[config.mk]
export PLATFORM = sky130hd
export DESIGN_NAME = dpat_page_table
export DESIGN_NICKNAME = d
export VERILOG_FILES = /design/src/demand_paged_address_translator_macros.svh /design/src/dpat_page_table.sv
export SDC_FILE = /design/constraint.sdc
export NUM_CORES = 2
export LEC_CHECK = 0
export CAP_MARGIN = 20
export CORE_MARGIN = 3
export CORE_UTILIZATION = 52
export DETAILED_ROUTE_END_ITERATION = 6
export DONT_BUFFER_PORTS = 1
export MAX_ROUTING_LAYER = met4
export PLACE_DENSITY_LB_ADDON = 0.3
export SYNTH_ARGS = -nofsm -noshare
export SYNTH_HDL_FRONTEND = slang
export SYNTH_SLANG_ARGS = --single-unit
[constraint.sdc]
create_clock -name clk -period 12.28 [get_ports clk]
set_input_delay 3.684 -clock clk [delete_from_list [all_inputs] [get_ports clk]]
set_output_delay 3.684 -clock clk [all_outputs]
set_load 0.01 [all_outputs]
[src/demand_paged_address_translator_macros.svh]
// Assertion macros shared by the translator RTL.
`ifndef DEMAND_PAGED_ADDRESS_TRANSLATOR_MACROS_SVH
`define DEMAND_PAGED_ADDRESS_TRANSLATOR_MACROS_SVH

`ifndef SYNTHESIS
// Condition holds at every clock edge outside reset.
`define DPAT_ASSERT_ALWAYS(label, clk, rst_n, expr) \
	label: assert property (@(posedge clk) disable iff (!rst_n) (expr)) \
		else $error("invariant violated");
// Condition implies a consequence in the same cycle.
`define DPAT_ASSERT_IMPLY(label, clk, rst_n, pre, post) \
	label: assert property (@(posedge clk) disable iff (!rst_n) (pre) |-> (post)) \
		else $error("implication violated");
// Condition implies a consequence in the next cycle.
`define DPAT_ASSERT_NEXT(label, clk, rst_n, pre, post) \
	label: assert property (@(posedge clk) disable iff (!rst_n) (pre) |=> (post)) \
		else $error("sequence violated");
`else
`define DPAT_ASSERT_ALWAYS(label, clk, rst_n, expr)
`define DPAT_ASSERT_IMPLY(label, clk, rst_n, pre, post)
`define DPAT_ASSERT_NEXT(label, clk, rst_n, pre, post)
`endif

`endif

[src/dpat_page_table.sv]
// Page table memory (valid bit and frame per page) with a clearing sweep after reset.
module dpat_page_table #(
	parameter int PAGE_BITS = 8
) (
	input  logic                 clk,
	input  logic                 arst_n,
	input  logic                 rd_en,
	input  logic [PAGE_BITS-1:0] rd_page,
	input  logic                 wr_en,
	input  logic [PAGE_BITS-1:0] wr_page,
	input  logic [PAGE_BITS-1:0] wr_frame,
	output logic                 rd_valid,
	output logic [PAGE_BITS-1:0] rd_frame,
	output logic                 busy
);
	localparam int NUM_PAGES = 1 << PAGE_BITS;

	logic [PAGE_BITS:0]   table_mem [NUM_PAGES];
	logic [PAGE_BITS:0]   rdata_q;
	logic                 clr_busy_q;
	logic [PAGE_BITS-1:0] clr_idx_q;

	// Sweep every entry once, one per cycle
	always_ff @(posedge clk or negedge arst_n) begin
		if (!arst_n) begin
			clr_busy_q <= 1'b1;
			clr_idx_q  <= '0;
		end else if (clr_busy_q) begin
			clr_idx_q <= clr_idx_q + 1'b1;
			if (clr_idx_q == '1) begin
				clr_busy_q <= 1'b0;
			end
		end
	end

	always_ff @(posedge clk) begin
		if (clr_busy_q) begin
			table_mem[clr_idx_q] <= '0;
		end else if (wr_en) begin
			table_mem[wr_page] <= {1'b1, wr_frame};
		end
		if (rd_en) begin
			rdata_q <= table_mem[rd_page];
		end
	end

	assign rd_valid = rdata_q[PAGE_BITS];
	assign rd_frame = rdata_q[PAGE_BITS-1:0];
	assign busy     = clr_busy_q;
endmodule

* Word-level counts from Yosys, hierarchy flattened
Memory sizes are Yosys's and may differ from the RTL's. A register that Yosys moved wholly into a read port is not among the register bits.
Cells that the tools add are included.
** Storage, ports and cells
- Memories :: 1
- Bits in registers :: 9
- Memory bits (writable) :: 2304
- Output and inout bits :: 10
- Logic and storage cells :: 16
- Input bits :: 28
** Memories
- table_mem :: words 256, bits a word 9, read ports 1, clocked after memory_dff 1, wr ports 1, RTL line dpat_page_table.sv:18 : logic [PAGE_BITS:0] table_mem [NUM_PAGES];
** Operators by class
- Add/subtract/negate cells :: 1
- Reductions and logical operators :: 1
- Multiplexer cells :: 10
- Eq/ne operators :: 1
** Operators with widths (count)
- $mux W9 :: 1
- $reduce_or A9 Y1 :: 1
- $add A8 B1 Y8 const B :: 1
- $eq A8 B8 Y1 const B :: 1
- $mux W1 :: 8
- $mux W8 :: 1

* Longest topological paths before layout
- Depth in word-level cells :: 5
- Gate-level depth with buffers :: 11

* Worst setup path after synthesis
Ideal clock, no wire load.
- Kind :: input to register
- Start :: in wr_en
- End :: mem table_mem[0][0] (netlist name), data pin
- Required time :: 11.422 ns
- Arrival :: 11.564 ns
- Stages :: 4
- Library setup time :: 0.858 ns
- Slack :: -0.143 ns
- Path through :: nand2b_1 -> inv_1 -> clkbuf_1 -> and2_1
** Between the ends
- Word-level cells in the longest chain between the ends :: 5
** RTL lines
- start, declared :: RTL line dpat_page_table.sv:9 : input logic wr_en,
- $mux W1 :: RTL line dpat_page_table.sv:39 : end else if (wr_en) begin
- $mux W1 :: RTL line dpat_page_table.sv:37 : if (clr_busy_q) begin
- $mux W1 (implied by the code) :: RTL line dpat_page_table.sv:40 : table_mem[wr_page] <= {1'b1, wr_frame};
- $reduce_or A9 Y1 (no line)
- $mux W9 (no line)
- end, declared :: RTL line dpat_page_table.sv:18
Every way passes these cells.

==> results.json <==
{
  "crit_arrival_ns": 8.82,
  "final_nets": 4287,
  "mostFrequentLayoutCells": "2313 x edfxtp_1, 495 x mux4_2, 268 x nor2_1",
  "place_hpwl_um": 124000,
  "leakage_nw": 28.4,
  "setup_tns_ns": 0,
  "synth_fp_nets": 4259,
  "grt_antenna_before_repair": 6,
  "r2r-start": "busy$_DFF_PN1_",
  "cts.sinks": 2322,
  "avgViaCountPerCell": 6.45,
  "syn_area_per_cell_um2": 21.2,
  "cts_tree": "yes",
  "powerDensity_mw_per_mm2": 162,
  "h-tree-depth": 4,
  "drive_gt1_frac": 0.207,
  "ir_drop_uv": 160,
  "synth_warnings": 0,
  "wl_per_cell_um": 31.9,
  "drc": 0,
  "synth.distinct_cells": 60,
  "hold_viol_final": 0,
  "power.total_mw": 16.1,
  "cts_root_buf": "clkbuf_16",
  "status": "finished, violations left",
  "worst_hold_path_type": "flip-flop to flip-flop",
  "placed_cells": 6327,
  "final_common_cell": "edfxtp_1",
  "route.met2.wl_um": 102000,
  "grt_pass1_wl_um": 311000,
  "dr_wl_met3_um": 20100,
  "rows": 151,
  "synth_seq_cells": 2322,
  "wl_um": 215000,
  "wl_met1_um": 84600,
  "coreArea_mm2": 0.170,
  "drv_cap": 0,
  "post_cts_buffers": 0,
  "synth-seq-area-share": 0.777,
  "synth_ff_type": "edfxtp_1",
  "grtUsageTotal": 0.249,
  "gp_congestion": 0.844,
  "ys_async_sr_fraction": 0.00388,
  "io_buffer_count": 0,
  "maxSlewViolCount": 79,
  "area.growth.synth_to_final_pct": 10.2,
  "synth_top_cell_area_share": 0.774,
  "violations": "max-slew violations",
  "min_from": "clr_idx_q[5]$_DFFE_PN0P_",
  "grt_pass1_vias": 42800,
  "synth.top_cells.by_area": "edfxtp_1 77%, mux4_2 12%, mux2i_1 1.9%",
  "finalClockSkew_ns": 0.0207,
  "drt_iter0_drc": 5641,
  "setup_viol": 0,
  "cp_data_required_time_ns": 12.83,
  "cts_made_buffers": 215,
  "grt_max_degree": 624,
  "clockBufferDepth": 3,
  "crit_type": "primary input to flip-flop",
  "synth_edf_count": 2313,
  "maxUsedRoutingLayer": "met4",
  "cp_max_fo": 200,
  "max_slew_margin": -0.0295,
  "initial_core_util": 0.526,
  "rsz0062_at_grt": "false",
  "ctsHoldBuffers": 0,
  "synthCells": 4230,
  "syn_area_mm2": 0.0897,
  "grt.overflow.total": 0,
  "detail-route-antenna-nets": 0,
  "fmax_ghz": 0.121,
  "synth_top_area_cell": "edfxtp_1",
  "crit_start": "rd_page[0]",
  "ctsResizeCount": 0,
  "period_needed_ns": 8.28,
  "boundaryPins": 38,
  "die_w_um": 421,
  "die_height_um": 421,
  "route.vias.total": 43400,
  "clk_transition_reported_paths_ns": 0.06,
  "detail_route.first_pass.iterations": 6,
  "final_cells": 6731,
  "timing.final.crit_share": 0.674,
  "startpoint_type": "primary input",
  "clk-insertion-delay-late_ns": 0.84,
  "end_kind": "flip-flop",
  "worst_pin_slew_ns": 1.54,
  "die_area_mm2": 0.177
}
Yosys cell counts, drive strengths merged, types with 30 or more instances:
cell type / number
edfxtp: 2313
nand3: 32
a22oi: 182
nor2: 270
clkbuf: 104
mux4: 495
mux2i: 167
buf: 153
a21oi: 118
nor3: 39
o22ai: 52
nor4: 30
nand2: 63
o221ai: 47
final cells by class:
class,count,area [um2]
Antenna cell,4,10.0
Clock buffer,255,5620
Sequential cell,2322,69700
Clock inverter,136,1350
Multi-Input combinational cell,1645,18600
Inverter,6,30.0
Fill cell,12100,71600
Tap cell,2295,2870
Timing Repair Buffer,68,701
logic make-up (layout without fill, tap and decap cells):
group | count (synthesis) | after routing | share of synthesized area
mux | 664 | 664 | 0.143
compound gates | 470 | 470 | 0.0364
flops | 2322 | 2322 | 0.777
buf+inv | 263 | 465 | 0.0170
simple gates | 503 | 503 | 0.0256
other cells | 0 | 4 | 0
fa+ha+maj | 1 | 1 | 0.000139
xor+xnor | 7 | 7 | 0.000684
through the flow:
stage                     worst slack [ns]  utilization  hold WS (ns)  area [um2]
after global placement                4.01        0.538         0.549       91600
final                                 4.00        0.580         0.578       98800
after CTS                             4.80        0.579         0.564       98600
after floorplan                       2.09            -         0.508       89700
after global routing                  3.60        0.580         0.598       98800
after detailed placement              3.87        0.538         0.551       91600
power by group:
group          switching [mW]  internal (mW)
logic                   0.476          0.227
clock network            2.83           3.78
registers              0.0125           8.73
total                    3.32           12.7
routing by layer:
layer,vias to the layer above,global-route usage
met5,-,-
met4,0,0.0897
met3,391,0.0529
met2,2298,0.370
met1,22900,0.346
li1,17800,-
state kept, by name (all words and copies together), names as in the netlist:
| name | cells |
|---|---|
| table_mem | 2304 |
| rdata_q | 9 |
| clr_idx_q | 8 |
| busy | 1 |
worst paths after layout:
check | to | slack, ns | cells after the start
max in group asynchronous | busy$_DFF_PN1_ | 9.58 | 0
worst min-delay path | clr_idx_q[5]$_DFFE_PN0P_ | 0.58 | 1
worst min register to register | clr_idx_q[5]$_DFFE_PN0P_ | 0.58 | 1
worst max-delay path | rdata_q[4]$_DFFE_PP_ | 4.00 | 8
min in group asynchronous | clr_idx_q[0]$_DFFE_PN0P_ | 2.53 | 0
worst max register to register | table_mem[179][1]$_DFFE_PP_ | 6.84 | 7
worst max-delay path, cell delays in order:
cell and delay [ns]:
buf_16 0.76, buf_16 1.05, buf_16 0.55, mux4_2 0.65, a22oi_1 0.31, a21oi_1 0.17, nor3_1 0.86, a211oi_2 0.17
Power figures use the tool's default switching activity.
